===== config.mk =====
export PLATFORM = sky130hd
export DESIGN_NAME = gaussian_spectrum_smoother_flat
export DESIGN_NICKNAME = d
export VERILOG_FILES = /design/src/rtl/gss_pkg.sv /design/src/rtl/gss_sample_if.sv /design/src/rtl/gss_result_if.sv /design/src/rtl/gss_cell.sv /design/src/rtl/gss_mac.sv /design/src/rtl/gaussian_spectrum_smoother.sv /design/src/flat_wrapper.sv
export SDC_FILE = /design/constraint.sdc
export NUM_CORES = 2
export LEC_CHECK = 0
export BUFFER_PORTS_ARGS = -buffer_cell sky130_fd_sc_hd__clkbuf_2
export CORE_UTILIZATION = 50
export DETAILED_ROUTE_END_ITERATION = 12
export PLACE_DENSITY = 0.66
export SLEW_MARGIN = 30
export SYNTH_ARGS = -nofsm -noshare
export SYNTH_HDL_FRONTEND = slang
export SYNTH_HIERARCHICAL = 1
export SYNTH_SLANG_ARGS = --single-unit

===== constraint.sdc =====
create_clock -name clk -period 8.3 [get_ports clk]
set_input_delay 0.83 -clock clk [delete_from_list [all_inputs] [get_ports clk]]
set_output_delay 0.83 -clock clk [all_outputs]
set_load 0.05 [all_outputs]

===== src/rtl/gss_pkg.sv =====
`timescale 1ns / 1ps

package gss_pkg;

  localparam int TAP_BITS       = 16;
  localparam int GAIN_BITS      = 16;
  localparam int OUT_BITS       = 16;
  localparam int TAP_GROUPS     = 6;
  localparam int TAPS_PER_GROUP = 4;
  localparam int TAP_TOTAL      = TAP_GROUPS * TAPS_PER_GROUP;
  localparam int TAP_IDX_BITS   = 5;
  localparam int TAP_COUNT_BITS = 5;
  localparam int CFG_IDX_BITS   = 3;
  localparam int CFG_DATA_BITS  = 64;
  localparam int FRAC_SHIFT     = 24;

  localparam logic [GAIN_BITS-1:0] GAIN_RESET = 16'd256;

  localparam logic [CFG_IDX_BITS-1:0] REG_TAPS_A     = 3'd0;
  localparam logic [CFG_IDX_BITS-1:0] REG_TAPS_F     = 3'd5;
  localparam logic [CFG_IDX_BITS-1:0] REG_TAP_COUNT  = 3'd6;
  localparam logic [CFG_IDX_BITS-1:0] REG_COUNT_GAIN = 3'd7;

  typedef enum logic [2:0] {
    ST_IDLE,
    ST_CHECK,
    ST_ROTATE,
    ST_EMIT,
    ST_ZERO
  } state_t;

  typedef struct packed {
    logic clear;
    logic shift;
    logic append;
  } cell_ctl_t;

  typedef struct packed {
    logic start;
    logic mac_en;
    logic fin;
  } mac_ctl_t;

  typedef struct packed {
    logic done;
  } mac_sts_t;

endpackage


===== src/rtl/gss_sample_if.sv =====
`timescale 1ns / 1ps

interface gss_sample_if #(
  parameter int SAMPLE_BITS = 16
);
  logic                   valid;
  logic                   ready;
  logic [SAMPLE_BITS-1:0] sample;
  logic                   last;

  modport source (output valid, output sample, output last, input ready);
  modport sink (input valid, input sample, input last, output ready);
endinterface


===== src/rtl/gss_result_if.sv =====
`timescale 1ns / 1ps

interface gss_result_if;
  logic        valid;
  logic        ready;
  logic [15:0] smoothed;
  logic        last_out;

  modport source (output valid, output smoothed, output last_out, input ready);
  modport sink (input valid, input smoothed, input last_out, output ready);
endinterface


===== src/rtl/gss_cell.sv =====
`timescale 1ns / 1ps

module gss_cell
  import gss_pkg::*;
#(
  parameter int SAMPLE_BITS = 16,
  parameter int CNT_BITS    = 5,
  parameter int INDEX       = 0
) (
  input  logic                   clk,
  input  logic                   rst,
  input  cell_ctl_t              ctl,
  input  logic [CNT_BITS-1:0]    fill,
  input  logic [SAMPLE_BITS-1:0] sample,
  input  logic [SAMPLE_BITS-1:0] right,
  output logic [SAMPLE_BITS-1:0] value
);

  always_ff @(posedge clk) begin
    if (rst || ctl.clear) begin
      value <= '0;
    end else if (ctl.shift) begin
      value <= right;
    end else if (ctl.append && (fill == CNT_BITS'(INDEX))) begin
      value <= sample;
    end
  end

endmodule


===== src/rtl/gss_mac.sv =====
`timescale 1ns / 1ps

module gss_mac
  import gss_pkg::*;
#(
  parameter int SAMPLE_BITS = 16,
  parameter int MAX_TAPS    = 24
) (
  input  logic                   clk,
  input  logic                   rst,
  input  mac_ctl_t               ctl,
  input  logic [TAP_BITS-1:0]    tap,
  input  logic [SAMPLE_BITS-1:0] head,
  input  logic [GAIN_BITS-1:0]   gain,
  output mac_sts_t               sts,
  output logic [OUT_BITS-1:0]    result
);

  localparam int PROD_BITS = TAP_BITS + SAMPLE_BITS;
  localparam int ACC_BITS  = PROD_BITS + $clog2(MAX_TAPS + 1);
  localparam int SC_BITS   = ACC_BITS + GAIN_BITS;
  localparam int HI_BITS   = SC_BITS - FRAC_SHIFT;
  localparam logic [HI_BITS-1:0] SAMP_MAX = HI_BITS'((64'd1 << SAMPLE_BITS) - 64'd1);

  logic [PROD_BITS-1:0] prod;
  logic                 prod_en;
  logic [ACC_BITS-1:0]  acc;
  logic [SC_BITS-1:0]   scaled;
  logic                 fin_p;
  logic                 fin_a;
  logic [HI_BITS-1:0]   hi;
  logic [HI_BITS-1:0]   sat;

  always_ff @(posedge clk) begin
    prod <= tap * head;
    if (ctl.start) begin
      acc <= '0;
    end else if (prod_en) begin
      acc <= acc + ACC_BITS'(prod);
    end
    scaled <= SC_BITS'(acc) * SC_BITS'(gain);
  end

  always_ff @(posedge clk) begin
    if (rst || ctl.start) begin
      prod_en  <= 1'b0;
      fin_p    <= 1'b0;
      fin_a    <= 1'b0;
      sts.done <= 1'b0;
    end else begin
      prod_en <= ctl.mac_en;
      fin_p   <= ctl.fin;
      fin_a   <= fin_p;
      if (fin_a) begin
        sts.done <= 1'b1;
      end
    end
  end

  assign hi     = scaled[SC_BITS-1:FRAC_SHIFT];
  assign sat    = (hi > SAMP_MAX) ? SAMP_MAX : hi;
  assign result = OUT_BITS'(sat);

endmodule


===== src/rtl/gaussian_spectrum_smoother.sv =====
`timescale 1ns / 1ps

// Gaussian spectrum smoother: forward-looking FIR over a streamed spectrum.
// Input channel "samples" carries one spectrum count per item plus a last
// flag on the final channel. Output channel "results" carries one smoothed
// count per item; last_out marks the final result of a spectrum. Both use
// valid/ready and move an item when both are high.
// Taps, tap count and gain are written through cfg_we/cfg_index/cfg_data;
// the user must write them only while the block is idle, which the block
// itself does not enforce. A write takes effect on the next edge. Samples
// sit in a row of MAX_TAPS cells. Each result rotates the row once through
// a single multiply-accumulate unit. The block takes no new item until the
// last one has yielded every result it completes, and a final item flushes
// every pending channel. A result waits in the output register while the
// receiver stalls. Items are still taken meanwhile; the next result holds
// in the accumulator, with the row frozen, until the register frees. Reset
// empties the row, clears the taps and tap count, and sets the gain to 1.0.
module gaussian_spectrum_smoother
  import gss_pkg::*;
#(
  parameter int MAX_TAPS    = 24,
  parameter int SAMPLE_BITS = 16
) (
  input  logic                     clk,
  input  logic                     rst,
  input  logic                     cfg_we,
  input  logic [CFG_IDX_BITS-1:0]  cfg_index,
  input  logic [CFG_DATA_BITS-1:0] cfg_data,
  gss_sample_if.sink               samples,
  gss_result_if.source             results
);

  localparam int CNT_BITS = $clog2(MAX_TAPS + 1);
  localparam int IDX_BITS = (MAX_TAPS > 1) ? $clog2(MAX_TAPS) : 1;

  logic [CFG_DATA_BITS-1:0]  tap_regs [TAP_GROUPS];
  logic [TAP_COUNT_BITS-1:0] tap_count;
  logic [GAIN_BITS-1:0]      count_gain;

  state_t state;
  state_t state_next;

  logic [CNT_BITS-1:0] fill;
  logic [IDX_BITS-1:0] cnt;
  logic                last_flag;
  logic [CNT_BITS-1:0] k_act;

  logic                   accept;
  logic                   out_free;
  logic                   load_out;
  logic                   load_zero;
  logic                   wrap;
  cell_ctl_t              cell_ctl;
  mac_ctl_t               mac_ctl;
  mac_sts_t               mac_sts;
  logic [OUT_BITS-1:0]    mac_result;
  logic [TAP_BITS-1:0]    taps [TAP_TOTAL];
  logic [TAP_BITS-1:0]    tap_sel;
  logic [SAMPLE_BITS-1:0] cell_val [MAX_TAPS];

  always_ff @(posedge clk) begin
    if (rst) begin
      for (int g = 0; g < TAP_GROUPS; g++) begin
        tap_regs[g] <= '0;
      end
      tap_count  <= '0;
      count_gain <= GAIN_RESET;
    end else if (cfg_we) begin
      unique case (cfg_index) inside
        [REG_TAPS_A:REG_TAPS_F]: tap_regs[cfg_index] <= cfg_data;
        REG_TAP_COUNT:           tap_count <= cfg_data[TAP_COUNT_BITS-1:0];
        REG_COUNT_GAIN:          count_gain <= cfg_data[GAIN_BITS-1:0];
        default:                 ;
      endcase
    end
  end

  assign k_act = (32'(tap_count) > MAX_TAPS) ? CNT_BITS'(MAX_TAPS) : CNT_BITS'(tap_count);

  always_comb begin
    for (int g = 0; g < TAP_GROUPS; g++) begin
      for (int t = 0; t < TAPS_PER_GROUP; t++) begin
        taps[g*TAPS_PER_GROUP + t] = tap_regs[g][t*TAP_BITS +: TAP_BITS];
      end
    end
  end

  assign tap_sel = (32'(cnt) < TAP_TOTAL) ? taps[TAP_IDX_BITS'(cnt)] : '0;

  assign accept   = samples.valid && samples.ready;
  assign out_free = !results.valid || results.ready;

  always_comb begin
    state_next = state;
    unique case (state)
      ST_IDLE: begin
        if (samples.valid) begin
          state_next = (k_act == '0) ? ST_ZERO : ST_CHECK;
        end
      end
      ST_CHECK: begin
        if ((fill != '0) && ((fill >= k_act) || last_flag)) begin
          state_next = ST_ROTATE;
        end else begin
          state_next = ST_IDLE;
        end
      end
      ST_ROTATE: begin
        if (cnt == IDX_BITS'(MAX_TAPS - 1)) begin
          state_next = ST_EMIT;
        end
      end
      ST_EMIT: begin
        if (mac_sts.done && out_free) begin
          state_next = ST_CHECK;
        end
      end
      ST_ZERO: begin
        if (out_free) begin
          state_next = ST_IDLE;
        end
      end
      default: state_next = ST_IDLE;
    endcase
  end

  always_comb begin
    samples.ready   = (state == ST_IDLE);
    wrap            = (state == ST_ROTATE);
    load_out        = (state == ST_EMIT) && mac_sts.done && out_free;
    load_zero       = (state == ST_ZERO) && out_free;
    cell_ctl.clear  = accept && (k_act == '0);
    cell_ctl.append = accept && (k_act != '0);
    cell_ctl.shift  = wrap || load_out;
    mac_ctl.start   = (state == ST_CHECK);
    mac_ctl.mac_en  = wrap && (CNT_BITS'(cnt) < k_act);
    mac_ctl.fin     = wrap && (cnt == IDX_BITS'(MAX_TAPS - 1));
  end

  always_ff @(posedge clk) begin
    if (rst) begin
      state     <= ST_IDLE;
      fill      <= '0;
      cnt       <= '0;
      last_flag <= 1'b0;
    end else begin
      state <= state_next;
      if (cell_ctl.clear) begin
        fill <= '0;
      end else if (cell_ctl.append) begin
        fill <= fill + 1'b1;
      end else if (load_out) begin
        fill <= fill - 1'b1;
      end
      if (accept) begin
        last_flag <= samples.last;
      end
      if (mac_ctl.start) begin
        cnt <= '0;
      end else if (wrap) begin
        cnt <= cnt + 1'b1;
      end
    end
  end

  for (genvar j = 0; j < MAX_TAPS; j++) begin : g_cell
    logic [SAMPLE_BITS-1:0] right;
    if (j == MAX_TAPS - 1) begin : g_tail
      assign right = wrap ? cell_val[0] : '0;
    end else begin : g_body
      assign right = cell_val[j+1];
    end
    gss_cell #(
      .SAMPLE_BITS (SAMPLE_BITS),
      .CNT_BITS    (CNT_BITS),
      .INDEX       (j)
    ) u_cell (
      .clk    (clk),
      .rst    (rst),
      .ctl    (cell_ctl),
      .fill   (fill),
      .sample (samples.sample),
      .right  (right),
      .value  (cell_val[j])
    );
  end

  gss_mac #(
    .SAMPLE_BITS (SAMPLE_BITS),
    .MAX_TAPS    (MAX_TAPS)
  ) u_mac (
    .clk    (clk),
    .rst    (rst),
    .ctl    (mac_ctl),
    .tap    (tap_sel),
    .head   (cell_val[0]),
    .gain   (count_gain),
    .sts    (mac_sts),
    .result (mac_result)
  );

  always_ff @(posedge clk) begin
    if (rst) begin
      results.valid <= 1'b0;
    end else if (load_out || load_zero) begin
      results.valid <= 1'b1;
    end else if (results.ready) begin
      results.valid <= 1'b0;
    end
  end

  always_ff @(posedge clk) begin
    if (load_out) begin
      results.smoothed <= mac_result;
      results.last_out <= last_flag && (fill == CNT_BITS'(1));
    end else if (load_zero) begin
      results.smoothed <= '0;
      results.last_out <= last_flag;
    end
  end

endmodule


===== src/flat_wrapper.sv =====
// flat-port wrapper written by rule: the top's interface ports become plain ports
module gaussian_spectrum_smoother_flat import gss_pkg::*;
#(
  parameter int MAX_TAPS    = 24,
  parameter int SAMPLE_BITS = 16
)
  (clk, rst, cfg_we, cfg_index, cfg_data, samples_valid, samples_sample, samples_last, samples_ready, results_valid, results_smoothed, results_last_out, results_ready);
  gss_sample_if #(.SAMPLE_BITS(SAMPLE_BITS)) samples_i ();
  gss_result_if results_i ();
  input  logic clk;
  input  logic rst;
  input  logic cfg_we;
  input  logic [CFG_IDX_BITS-1:0] cfg_index;
  input  logic [CFG_DATA_BITS-1:0] cfg_data;
  input wire logic [$bits(samples_i.valid)-1:0] samples_valid;
  input wire logic [$bits(samples_i.sample)-1:0] samples_sample;
  input wire logic [$bits(samples_i.last)-1:0] samples_last;
  output wire logic [$bits(samples_i.ready)-1:0] samples_ready;
  output wire logic [$bits(results_i.valid)-1:0] results_valid;
  output wire logic [$bits(results_i.smoothed)-1:0] results_smoothed;
  output wire logic [$bits(results_i.last_out)-1:0] results_last_out;
  input wire logic [$bits(results_i.ready)-1:0] results_ready;
  assign samples_i.valid = samples_valid;
  assign samples_i.sample = samples_sample;
  assign samples_i.last = samples_last;
  assign samples_ready = samples_i.ready;
  assign results_valid = results_i.valid;
  assign results_smoothed = results_i.smoothed;
  assign results_last_out = results_i.last_out;
  assign results_i.ready = results_ready;
  gaussian_spectrum_smoother #(.MAX_TAPS(MAX_TAPS), .SAMPLE_BITS(SAMPLE_BITS)) u_core (.clk(clk), .rst(rst), .cfg_we(cfg_we), .cfg_index(cfg_index), .cfg_data(cfg_data), .samples(samples_i), .results(results_i));
endmodule

==> results.tsv <==
metric	value	unit
R2R setup slack	0.44	ns
# diodes	0	
Fin Setup TNS	0	ns
total track usage	0.268	
FMAX	127	MHz
ys async rst share	0	
CP most frequent cell	fa_1	
Mapped Cells	7294	
Synthesis Warnings	6	
Top FF cell, synth	dfxtp_1	
leakage	29.1	nW
syn_nets	8337	
clock sinks	923	
critical setup path kind	flop to flop	
max-slew violations	0	
antenna violations before repair	4	
WP depth	28	
number of synthesized flops with an enable pin	401	
Area Growth Syn to Fin	6.57	%
starting DRC count in detailed routing	4910	
RSZ-0062 raised after global routing	no	
Pwr Density	140	nW/um^2
Ports	108	
Final WS setup	0.441	ns
Setup WS pre-CTS	0.398	ns
register area share after synthesis	0.319	
CP max stage cell	dfxtp_4	
DRT antenna net count	0	
total number of vias	53200	
Initial Utilization	0.505	
Final nets	8152	
largest net degree at the start of global routing	212	
Via density	5.87	
average cell area after synthesis	9.67	sq um
worst slew pin tran	1.01	ns
worst clock skew	0.0920	ns
DIE AREA	143000	sq um
VDD IR max	0.000167	V
CP delay by family, top	adder cells	
max incr delay on CP	0.55	ns
CP max FO	15	
Max clock buf depth	3	
crit path DAT	8.46	ns
Num CTS Buffers	102	
CP Capture Type	flop	
final period demand of the worst path	7.86	ns
first-pass GRT wire length	303000	microns
share of layout cells above drive strength 1	0.109	
hold crit path type	input pin to flop	
Post-Syn Area	70500	sq um
number of global-route vias before repair	53700	
grt total ovfl	0	
CTS H-Tree Depth	3	
register clock-pin slew on the reported worst setup and hold paths	0.06	ns
Startpoint Class	flop	
status	completed	
clk root buf	clkbuf_16	
Max Cap Viol	0	
TritonCTS clock tree	done	
Site Rows	137	
final setup vio count	0	
worst skew pair latency	0.75	ns
gpl congestion	0.920	
FF+latch count, synth	923	
CP bufs+invs	6	
Die Ht	378	microns
mean routed wirelength per cell	21.0	microns
WP data required	8.90	ns
WL final	191000	microns
worst hold stages	2	
Hold Buf Count CTS	0	
post-synth cell types	101	
reg2reg path depth	28	
Port Buffers	107	
Core Footprint	140000	sq um
crit share post-route	0.947	
die width	378	microns
worst rel slew slack	0.323	
endpoints failing hold	0	
drt drc	0	
post-DP HPWL	132000	microns
iteration count of the initial detailed-routing pass	6	
final cells by class:
class | instances | area (sq um)
repair buffers | 234 | 1660
clock inverters | 34 | 419
well taps | 1876 | 2350
flip-flops and latches | 923 | 22500
multi-input cells | 4697 | 40900
fillers | 12400 | 64600
clock buffers | 152 | 2960
inverters | 1151 | 4320
through the flow:
step	utilization	power, mW	area [sq um]	cells	hold slack [ns]
after floorplan	-	5.71	70500	7294	0.405
after global placement	0.513	6.06	71600	8877	0.409
after detailed placement	0.513	6.08	71600	8877	0.422
after CTS	0.537	10.6	75000	9063	0.320
after global routing	0.538	10.9	75100	9067	0.346
final	0.538	10.6	75100	9067	0.382
state kept, by name (all words and copies together) (netlist names):
signal                      flops
u_core/fill                     5
u_core/u_mac/fin_a              1
u_core/u_mac/fin_p              1
u_core/results.last_out         1
u_core/u_mac/prod              32
u_core/last_flag                1
u_core/tap_count                5
u_core/results.valid            1
u_core/u_mac/sts                1
u_core/u_mac/prod_en            1
u_core/u_mac/acc               37
u_core/results.smoothed        16
u_core/tap_regs               384
u_core/u_mac/scaled            29
u_core/state                    3
u_core/count_gain              16
u_core/g_cell.u_cell/value    384
u_core/cnt                      5
logic make-up after synthesis:
family | after synthesis | synth area share
fa+ha+maj | 954 | 0.242
compound gates | 1627 | 0.167
simple gates | 1846 | 0.127
xor+xnor | 90 | 0.0112
mux | 180 | 0.0315
flops | 923 | 0.319
buf+inv | 1674 | 0.102
where the power goes:
group	switching, mW	total [mW]	internal, mW
Combinational	0.681	0.981	0.299
Clock	1.95	4.55	2.61
Sequential	0.114	5.02	4.91
Yosys cell counts, drive strengths merged (146+ instances only):
master / count / area (sq um)
and2: 344 / 2150
edfxtp: 401 / 12000
clkbuf: 338 / 1330
dfxtp: 522 / 10500
a21oi: 167 / 862
inv: 1150 / 4320
nand2: 753 / 2830
buf: 185 / 1560
nor2: 385 / 1450
fa: 682 / 13700
a221oi: 320 / 3850
ha: 272 / 3400
a31oi: 385 / 2410
mux2i: 146 / 1460
o21ai: 490 / 2500
timing repair:
item	CTS	global route
setup buffers	0	1
endpoints found under the setup margin	0	1
resized for setup	0	0
path summary, 6_finish.rpt:
path                                                    start                              endpoint
worst min-delay path                             cfg_data[62]  u_core/tap_regs[4][62]$_SDFFCE_PN0P_
worst max-delay path               u_core/cnt[0]$_SDFFE_PP0P_         u_core/u_mac/prod[31]$_DFF_P_
worst max register to register     u_core/cnt[0]$_SDFFE_PP0P_         u_core/u_mac/prod[31]$_DFF_P_
worst min register to register  u_core/u_mac/fin_a$_SDFF_PP0_         u_core/u_mac/sts$_SDFFE_PP0P_
cell usage in the layout (no fill, tap or decap), types with 15 or more instances in the layout:
cell type,instances
nor2_1,379
a21oi_1,162
a22oi_1,33
nand2b_1,26
a221oi_2,167
ha_1,272
xor2_1,34
clkbuf_8,20
edfxtp_1,401
inv_1,1086
a21o_1,58
clkbuf_2,107
nor2b_1,32
or2_2,30
fa_1,682
inv_2,64
nor3_1,21
o21a_1,16
o211ai_1,17
o21ai_0,376
nor2b_2,16
a211oi_1,57
and3_1,40
and2_1,344
nand4_1,20
clkbuf_16,103
a31oi_1,385
dfxtp_1,508
nand3_1,76
mux4_2,33
nand2_1,750
o21ai_1,102
buf_4,113
a221oi_1,153
mux2i_1,146
o22ai_1,15
xnor2_1,56
clkbuf_1,29
worst register-to-register path, delay by kind of cell (launching register included):
family	cells	cell delay (ns)
simple gates	3	0.43
fa+ha+maj	7	3.35
xor+xnor	1	0.15
buf+inv	6	0.91
compound gates	11	2.32
flops	1	0.55
routing by layer:
layer,track usage,up-vias,share of wire
met3,0.0376,354,0.073
met4,0.0861,6,0.031
met2,0.431,2107,0.47
li1,-,24200,-
met1,0.372,26500,0.43
met5,0,-,0.00023
No activity file was read; power rests on OpenSTA's default activity.
